`config.mk`:
```
export PLATFORM = sky130hd
export DESIGN_NAME = mre_exec
export DESIGN_NICKNAME = d
export VERILOG_FILES = /design/src/hdl/mre_pkg.sv /design/src/hdl/mre_exec.sv
export SDC_FILE = /design/constraint.sdc
export NUM_CORES = 1
export LEC_CHECK = 0
export ABC_AREA = 1
export BUFFER_PORTS_ARGS = -buffer_cell sky130_fd_sc_hd__buf_2
export CAP_MARGIN = 20
export CELL_PAD_IN_SITES_DETAIL_PLACEMENT = 0
export CELL_PAD_IN_SITES_GLOBAL_PLACEMENT = 1
export CORE_UTILIZATION = 38
export DETAILED_ROUTE_END_ITERATION = 8
export PLACE_DENSITY = 0.91
export SLEW_MARGIN = 20
export SYNTH_ARGS = -nofsm -noshare
export SYNTH_HDL_FRONTEND = slang
export SYNTH_SLANG_ARGS = --single-unit
```
`constraint.sdc`:
```
create_clock -name vclk -period 5.15
set_clock_uncertainty 0.15 [all_clocks]
set_input_delay 0.515 -clock vclk [all_inputs]
set_output_delay 0.515 -clock vclk [all_outputs]
set_load 0.03 [all_outputs]
```
`src/hdl/mre_pkg.sv`:
```
// mre_pkg: opcodes, field codes and the decode result type shared by the
// minirv execute block. No dependencies.
`default_nettype none

package mre_pkg;

  localparam int DMEM_ADDR_BITS_DEF = 12;
  localparam int REG_COUNT = 16;
  localparam int REG_IDX_BITS = 4;

  localparam logic [6:0] OPC_IMM   = 7'b0010011;
  localparam logic [6:0] OPC_OP    = 7'b0110011;
  localparam logic [6:0] OPC_LUI   = 7'b0110111;
  localparam logic [6:0] OPC_STORE = 7'b0100011;
  localparam logic [6:0] OPC_JALR  = 7'b1100111;
  localparam logic [6:0] OPC_LOAD  = 7'b0000011;

  localparam logic [2:0] F3_BYTE  = 3'b000;
  localparam logic [2:0] F3_WORD  = 3'b010;
  localparam logic [2:0] F3_BYTEU = 3'b100;

  localparam logic [31:0] EBREAK_WORD = 32'h0010_0073;
  localparam logic [31:0] JALR_MASK   = 32'hffff_fffe;

  localparam logic CMD_EXEC    = 1'b0;
  localparam logic CMD_PRELOAD = 1'b1;

  typedef enum logic [2:0] {
    MEM_NONE,
    MEM_LW,
    MEM_LBU,
    MEM_SW,
    MEM_SB
  } mem_op_t;

  // decode and execute result of one instruction
  typedef struct packed {
    logic                    wr;
    logic [REG_IDX_BITS-1:0] rd;
    logic [31:0]             val;
    logic [31:0]             npc;
    logic                    halt_set;
    mem_op_t                 mem_op;
    logic [31:0]             addr;
  } ex_t;

  function automatic logic [31:0] sext12(input logic [11:0] v);
    sext12 = {{20{v[11]}}, v};
  endfunction

endpackage

`default_nettype wire

```
`src/hdl/mre_exec.sv`:
```
// mre_exec: decode of one instruction word and its adds (alu, address, pc).
// Depends on mre_pkg.
`default_nettype none

module mre_exec (
  input  wire logic [31:0] instr,
  input  wire logic [31:0] pc,
  input  wire logic [31:0] rs1_val,
  input  wire logic [31:0] rs2_val,
  input  wire logic        halted,
  output mre_pkg::ex_t     ex
);
  import mre_pkg::*;

  logic [6:0]              opc;
  logic [2:0]              f3;
  logic [REG_IDX_BITS-1:0] rd;
  logic [31:0]             immi;
  logic [31:0]             imms;
  logic                    wr;
  logic [31:0]             val;

  assign opc  = instr[6:0];
  assign f3   = instr[14:12];
  assign rd   = instr[10:7];
  assign immi = sext12(instr[31:20]);
  assign imms = sext12({instr[31:25], instr[11:7]});

  always_comb begin
    wr          = 1'b0;
    val         = '0;
    ex.npc      = pc + 32'd4;
    ex.halt_set = 1'b0;
    ex.mem_op   = MEM_NONE;
    ex.addr     = '0;
    if (halted) begin
      ex.npc = pc;
    end else if (instr == EBREAK_WORD) begin
      ex.halt_set = 1'b1;
    end else if (opc == OPC_IMM && f3 == F3_BYTE) begin
      wr  = 1'b1;
      val = rs1_val + immi;
    end else if (opc == OPC_OP) begin
      wr  = 1'b1;
      val = rs1_val + rs2_val;
    end else if (opc == OPC_LUI) begin
      wr  = 1'b1;
      val = {instr[31:12], 12'h000};
    end else if (opc == OPC_STORE && (f3 == F3_BYTE || f3 == F3_WORD)) begin
      ex.addr   = rs1_val + imms;
      ex.mem_op = (f3 == F3_WORD) ? MEM_SW : MEM_SB;
    end else if (opc == OPC_JALR && f3 == F3_BYTE) begin
      wr     = 1'b1;
      val    = pc + 32'd4;
      ex.npc = (rs1_val + immi) & JALR_MASK;
    end else if (opc == OPC_LOAD && (f3 == F3_BYTEU || f3 == F3_WORD)) begin
      // value arrives from memory one stage later
      wr        = 1'b1;
      ex.addr   = rs1_val + immi;
      ex.mem_op = (f3 == F3_WORD) ? MEM_LW : MEM_LBU;
    end
    // writes to x0 are dropped
    ex.wr  = wr && (rd != '0);
    ex.rd  = ex.wr ? rd : '0;
    ex.val = ex.wr ? val : '0;
  end

endmodule

`default_nettype wire

```
* Word level (Yosys, flattened, before mapping)
Index checks and enable logic that the tools add are counted.
Cells by class: muxes and demuxes 35, equality and inequality tests 9, add/subtract/negate cells 4, reductions and logical operators 9
Operators with widths (count):
- 32-bit 2-to-1 mux | 15
- 35-bit 2-to-1 mux | 5
- 32-bit adder | 3
- 34-bit 2-to-1 mux | 2
- 36-bit 2-to-1 mux | 1
- 32-bit by 3-bit adder with 32-bit output, second input constant | 1
- 32-bit by 21-bit equality test with 1-bit output, second input constant | 1
- 7-bit by 6-bit equality test with 1-bit output, second input constant | 3
- 1-bit 2-to-1 mux | 9
- 7-bit by 2-bit equality test with 1-bit output, second input constant | 1
- 7-bit by 5-bit equality test with 1-bit output, second input constant | 1
- 7-bit equality test, second input constant | 1
- 1-bit logical AND | 5
- 4-bit 2-to-1 mux | 1
- 4-bit nonzero test | 1
- 3-bit by 2-bit equality test with 1-bit output, second input constant | 1
- 3-bit equality test, second input constant | 1
- 3-bit logical NOT | 1
- 3-bit 2-to-1 mux | 1
- 1-bit logical OR | 2
- 2-bit 2-to-1 mux | 1
Word-level totals: output and inout port bits 105, word-level logic and storage cells 57, input bits 129, bits in registers 0

* Logic depth before layout (Yosys ltp)
Gate-level depths: netlist of run 1.
word-level depth 13, gate-level depth with buffers 17, depth with buffers taken out 16

* Least setup slack after synthesis of run 1
Ideal clock, no wire load.
kind input to output, start in rs1_val[0], end out ex[72] (netlist name), buffers on the path 0, cell stages on the path 9, setup slack 2055 ps, data required time 4485 ps, arrival 2430 ps, cells stage by stage ha_1 > fa_1 > nand3_1 > nand3_1 > nand2_1 > nand3_1 > nand2_1 > nor2_1 > a211oi_1
RTL lines:
- start: declaration | line mre_exec.sv:8 | input wire logic [31:0] rs1_val,
- end: declaration | line mre_exec.sv:11 | output mre_pkg::ex_t ex

==> flow_summary.toml, run 1 <==
[synth]
synth_top_family_by_area = "simple AND/OR/NAND/NOR gates"
synthAdderAreaFrac_pct = 10.4
synth_xor_area_share_pct = 2.50
synthCells = 1895
synth_area_um2 = 8760
seq_area_frac_synth_pct = 0
synth-compound-area-share_pct = 13.2
synth_cell_type_count = 39
synth_nets = 2095
yosysWarnings = 0
synthSimpleGateAreaFrac_pct = 58.2
synth.area.mux_share_pct = 0
synth.avg_cell_area_um2 = 4.62

[sta]
slew_headroom_pct = 32.0
rsz0062_at_grt = "false"
tns_ns = 0
hold_viol = 0
tightest_slew_ns = 1.01
final_max_slew_viol_count = 0
fin_crit_ns = 4.01
min_period_over_period_pct = 77.9
fmax_mhz = 249
finalSetupViolations = 0

[clocking]
cts_resized = 0
cts_hold_buf = 0
postCtsSetupBuffers = 0

[route]
drt_iter0_drc = 1383
via_per_inst = 5.48
avgRoutedWirePerCell_um = 19.6
vias = 13098
drc = 0
wl_mm = 46.7
antenna_left = 0
first_pass_iters = 6

[final_layout]
drive_gt1_share_pct = 13.1
seq_cells = 0
area_growth_pct = 16.3
final_cell_mix = "775 x nand2_1, 308 x inv_1, 234 x buf_2"
seqCellArea_um2 = 0
fin_cells = 2390
clockBufferCount = 0
final_nets = 2306
layout_commonest_cell = "nand2_1"

[placed_design]
dp_cells = 2389
globalplace.congestion = 1.05
dp_hpwl_mm = 40.3
io_buffers = 234

[floorplan]
dieArea_um2 = 23700
initial_core_util_pct = 38.7
die_x_um = 154
num_rows = 55
ioPinCount = 234
die_h_um = 154
core_area_um2 = 22600

[worst_hold_path]
min_path_type = "in2out"
min_from = "pc[0]"
min_path_cells = 4
min_delay_worst_endpoint = "ex[36]"

[grt]
overflow = 0
grt_first_pass_wirelength_mm = 69.0
antenna_found_initial = 1
grt_pass1_vias = 11640
grt_start_max_net_pins = 29
grt.total_usage_pct = 38.5

[worst_setup_path]
start_kind = "input pin"
crit_required_ns = 4.49
cp_max_fo = 28
crit_slowest_cell = "inv_2"
path_cells = "buf_2 -> nor2_1 -> nand2_1 -> nor3_2 -> nand3_1 -> buf_4 -> inv_2 -> nand2_2 -> inv_2 -> nand3_1 -> o211ai_1 -> buf_2"
arrival_ns = 3.35
crit_type = "in2out"
endpoint_kind = "output port"
max_stage_delay_ns = 0.45

[power]
p_leak_nw = 6.19
powerDensity_nw_per_um2 = 97.3
ir_drop_v = 0.0000475
power.total_uw = 991

[status]
status = "finished, final reports clean"

[run]
maxCapViolCount = 0
-- layer usage --
metal  wire, µm  GRT usage (%)  vias up
met5          0              0        -
met4       3140           22.4        0
met3       4130           3.35      100
met2      20000           61.4      725
met1      19500           50.7     5860
li1           -              -     6413
-- worst max path at each step --
stage,startpoint,end
2_1_floorplan,rs1_val[0],ex[72]
3_3_place_gp,instr[13],ex[65]
3_5_place_dp,instr[12],ex[65]
4_1_cts,instr[12],ex[65]
5_1_grt,instr[12],ex[65]
6_report,instr[12],ex[65]
-- worst max-delay path: cells and delay by family --
| kind | cells | cell delay, ns |
|---|---|---|
| buf+inv | 5 | 1.45 |
| compound gates | 1 | 0.21 |
| simple gates | 6 | 1.15 |
-- through the flow --
step	area (µm²)	hold slack [ns]	setup slack (ns)	utilization (%)
3_3_place_gp	10200	1.23	1.15	45.0
6_report	10200	1.23	1.14	45.0
2_1_floorplan	8760	1.04	2.06	-
3_5_place_dp	10200	1.23	1.17	45.0
4_1_cts	10200	1.24	1.18	45.0
5_1_grt	10200	1.25	0.992	45.0
-- final cells by class --
cell class	instances	area (µm²)
Multi-Input combinational cell	1544	7390
Inverter	315	1180
Timing Repair Buffer	245	1250
Antenna cell	1	2.50
Tap cell	285	357
Fill cell	2741	12500
-- synth_stat cells, types with 8 or more instances --
cell type  instances  share of area, %
o21ai_0           44               2.5
o221ai_1           8              0.80
buf_2             14              0.80
or2_2             17               1.2
nand2_1          775                33
clkbuf_1          12              0.51
a21oi_1          115               6.6
xor2_1            18               1.8
nand3_1          188                11
o211ai_1          13               1.1
inv_1            308                13
ha_1              68               9.7
nand4_1           18               1.3
nor2_1           193               8.3
nor3_1            26               1.5
-- cells by family after synthesis --
kind of cell             count (synthesis)
buffers and inverters                  351
AND/OR/NAND/NOR                       1241
adder cells (fa/ha/maj)                 71
XOR/XNOR                                25
AO/OA/AOI/OAI                          207
-- power by group --
group / total (mW) / internal, mW / leakage (nW) / switching [mW]
combinational: 0.991 / 0.286 / 6.19 / 0.704
clock: 0.0000000260 / 0.0000000260 / 0.00000634 / 0
sequential: 0 / 0 / 0 / 0
Power figures use the tool's default switching activity.
==> inputs of run 2 (changes only) <==
Settings changed: CORE_UTILIZATION 38 to 35, PLACE_DENSITY 0.91 to 0.85.
Clock period 5.15 ns to 3.7 ns, I/O delays scaled along.
==> run 2 against run 1 <==
Die area rose by 8.5%. Sequential cell count did not move. Worst hold slack got worse by 0.27 ns. Via count barely moved.
==> flow_summary.toml, run 2 (synthesis results as in run 1) <==
[grt]
grt_pass1_vias = 11887
grt_start_max_net_pins = 40
grt.total_usage_pct = 37.2
antenna_found_initial = 2
grt_first_pass_wirelength_mm = 72.2
overflow = 0

[worst_setup_path]
crit_required_ns = 3.18
crit_type = "in2out"
arrival_ns = 3.11
path_cells = "clkbuf_4 -> ha_1 -> nand2_1 -> inv_1 -> nand2_1 -> nor3_1 -> nand2_1 -> nand2_1 -> xor2_1 -> nand2_1 -> a21oi_1 -> buf_2"
crit_slowest_cell = "xor2_1"
cp_max_fo = 23
cp-startpoint = "instr[31]"
max_stage_delay_ns = 0.56
start_kind = "input pin"
crit_end = "ex[82]"
crit_path_frequent_cell = "nand2_1"
endpoint_kind = "output port"

[sta]
finalSetupViolations = 0
fmax_mhz = 275
tns_ns = 0
hold_slack_ns = 0.965
rsz0062_at_grt = "false"
min_period_over_period_pct = 98.2
hold_viol = 0
tightest_slew_ns = 0.917
final_max_slew_viol_count = 0
fin_crit_ns = 3.63
setup_ws_ns = 0.0679
slew_headroom_pct = 38.5

[final_layout]
seqCellArea_um2 = 0
final_nets = 2329
final_cell_mix = "775 x nand2_1, 308 x inv_1, 233 x buf_2"
seq_cells = 0
drive_gt1_share_pct = 14.2
clockBufferCount = 0
nFillCells = 2929
layout_commonest_cell = "nand2_1"
area_growth_pct = 19.1

[clocking]
cts_hold_buf = 0

[floorplan]
dieArea_um2 = 25700
core_area_um2 = 24500
die_x_um = 160
num_rows = 57
ioPinCount = 234
die_h_um = 160
initial_core_util_pct = 35.8

[placed_design]
io_buffers = 234
globalplace.congestion = 1.06
dp_hpwl_mm = 42.8
dp_slack_ns = 0.134

[route]
first_pass_iters = 5
via_per_inst = 5.34
vias = 13092
antenna_left = 0
wl_mm = 49.2
avgRoutedWirePerCell_um = 20.1
drc = 0
drt_iter0_drc = 1400

[run]
maxCapViolCount = 0

[worst_hold_path]
min_path_type = "in2out"

[status]
status = "finished, final reports clean"
-- run 2: cell types whose count changed in the layout (fill, tap and decap cells not counted) --
| cell | previous run | this run |
|---|---|---|
| xor2_1 | 18 | 17 |
| buf_12 | 0 | 1 |
| clkbuf_4 | 0 | 1 |
| nor3_1 | 25 | 24 |
| buf_4 | 11 | 33 |
| buf_2 | 234 | 233 |
| nor3_2 | 3 | 4 |
| xor2_2 | 0 | 1 |
-- run 2: how the worst min path moves through the flow --
stage	from	to	depth (start not counted)
after global routing	instr[7]	ex[100]	4
after CTS	pc[0]	ex[36]	4
after floorplan	pc[0]	ex[36]	2
final	pc[0]	ex[36]	4
after detailed placement	pc[0]	ex[36]	4
after global placement	pc[0]	ex[36]	4
-- run 2: metrics by stage --
step | cell area, µm² | utilization [%] | instances
after CTS | 10400 | 42.6 | 2451
after floorplan | 8760 | - | 1895
after global placement | 10400 | 42.6 | 2451
after detailed placement | 10400 | 42.6 | 2451
after global routing | 10400 | 42.6 | 2451
final | 10400 | 42.6 | 2452
-- run 2: cell type report --
type	instances	area (µm²)	area share, %
Tap cell	324	405	3.89
Timing Repair Buffer	268	1440	13.8
Inverter	315	1180	11.3
Multi-Input combinational cell	1544	7400	70.9
Antenna cell	1	2.50	0.0240
-- run 2: what timing repair did --
action,in CTS,in global routing
gates resized for setup,0,3
buffers inserted,0,0
endpoints found under the setup margin,0,9
-- run 2: worst max-delay path, delay by kind of cell --
kind | cells | cell delay (ns)
AO/OA/AOI/OAI | 1 | 0.27
XOR/XNOR | 1 | 0.56
buffers and inverters | 3 | 0.60
AND/OR/NAND/NOR | 6 | 0.82
adder cells (fa/ha/maj) | 1 | 0.49
-- run 2: metal layers --
| layer | vias up | track usage [%] | wire [µm] |
|---|---|---|---|
| li1 | 6440 | - | - |
| met1 | 5841 | 50.6 | 21100 |
| met2 | 714 | 58.1 | 20800 |
| met3 | 95 | 3.56 | 4350 |
| met4 | 2 | 18.7 | 2970 |
| met5 | - | 0 | 13 |
==> inputs of run 3 (changes only) <==
Settings changed: SETUP_SLACK_MARGIN from default to 0.2.
==> run 3 against run 2 <==
Worst setup slack gained 0.16 ns. Sequential share of layout area unchanged. Cell count stayed put. Die area is the same. Largest cell class unchanged.
==> flow_summary.toml, run 3 (synthesis results as in run 1) <==
[worst_setup_path]
endpoint_kind = "output port"
crit_type = "in2out"
crit_required_ns = 3.18
cp_max_fo = 4
crit_slowest_cell = "xor2_1"
arrival_ns = 2.96
start_kind = "input pin"
crit_path_frequent_cell = "nand2_1"
cp_top_family = "adder cells"
worstPathBufferInverterCount = 2
max_stage_delay_ns = 0.56
path_cells = "buf_2 -> ha_1 -> fa_1 -> nand2_1 -> nand3_1 -> nand2_1 -> nand2_1 -> xor2_1 -> nand2_1 -> a21oi_1 -> buf_2"

[final_layout]
seq_cells = 0
seqCellArea_um2 = 0
final_cell_mix = "774 x nand2_1, 308 x inv_1, 233 x buf_2"
area_growth_pct = 19.3
final_nets = 2329
nFillCells = 2930
drive_gt1_share_pct = 14.4
layout_commonest_cell = "nand2_1"
clockBufferCount = 0

[route]
vias = 13098
drc = 0
wl_mm = 49.1
met2_length_mm = 20.8
antenna_left = 0
wl_met3_mm = 4.25
avgRoutedWirePerCell_um = 20.0
top_layer = "met5"
drt_iter0_drc = 1411
via_per_inst = 5.34
wl_met1_mm = 21.1
first_pass_iters = 6

[sta]
fmax_mhz = 288
final_max_slew_viol_count = 0
tightest_slew_ns = 0.931
min_period_over_period_pct = 94.0
tns_ns = 0
fin_crit_ns = 3.48
hold_viol = 0
finalSetupViolations = 0
rsz0062_at_grt = "false"
slew_headroom_pct = 37.6

[grt]
overflow = 0
grt_first_pass_wirelength_mm = 72.2
grt.total_usage_pct = 37.2
antenna_found_initial = 2
grt_start_max_net_pins = 40
grt_pass1_vias = 11882

[floorplan]
ioPinCount = 234
core_area_um2 = 24500
num_rows = 57
initial_core_util_pct = 35.8
die_h_um = 160
die_x_um = 160
dieArea_um2 = 25700

[placed_design]
dp_hpwl_mm = 42.8
io_buffers = 234
globalplace.congestion = 1.06

[worst_hold_path]
min_path_type = "in2out"

[clocking]
postCtsSetupBuffers = 0
cts_hold_buf = 0

[run]
maxCapViolCount = 0

[status]
status = "finished, final reports clean"
run 3: path summary, 6_finish.rpt:
kind / from / end / slack [ns] / cells after the start
setup / recovery: instr[20] / ex[82] / 0.22 / 11
hold / removal: pc[0] / ex[36] / 0.96 / 4
run 3: what timing repair did:
action	CTS	global route
endpoints found under the hold margin	0	0
setup endpoints to repair	4	13
gates cloned	0	0
resized for setup	1	9
run 3: routing by layer:
layer / up-vias / track usage, %
li1: 6434 / -
met1: 5842 / 50.6
met2: 722 / 58.1
met3: 98 / 3.56
met4: 2 / 18.7
met5: - / 0
run 3: cell type report:
type                       count  area [µm²]  share of cell area [%]
antenna                        1        2.50                  0.0239
inverter                     315        1180                    11.3
multi-input combinational   1544        7410                    70.9
tap                          324         405                    3.88
timing repair buffer         268        1450                    13.8
run 3: stage by stage:
step,instance area [µm²],hold WS (ns),utilization (%),cells,setup slack [ns]
global route,10400,1.01,42.7,2451,0.208
floorplan,8760,0.753,-,1895,0.895
CTS,10400,0.968,42.6,2451,0.270
detailed placement,10400,0.965,42.6,2451,0.134
global placement,10400,0.966,42.6,2451,0.109
finish,10400,0.965,42.7,2452,0.224
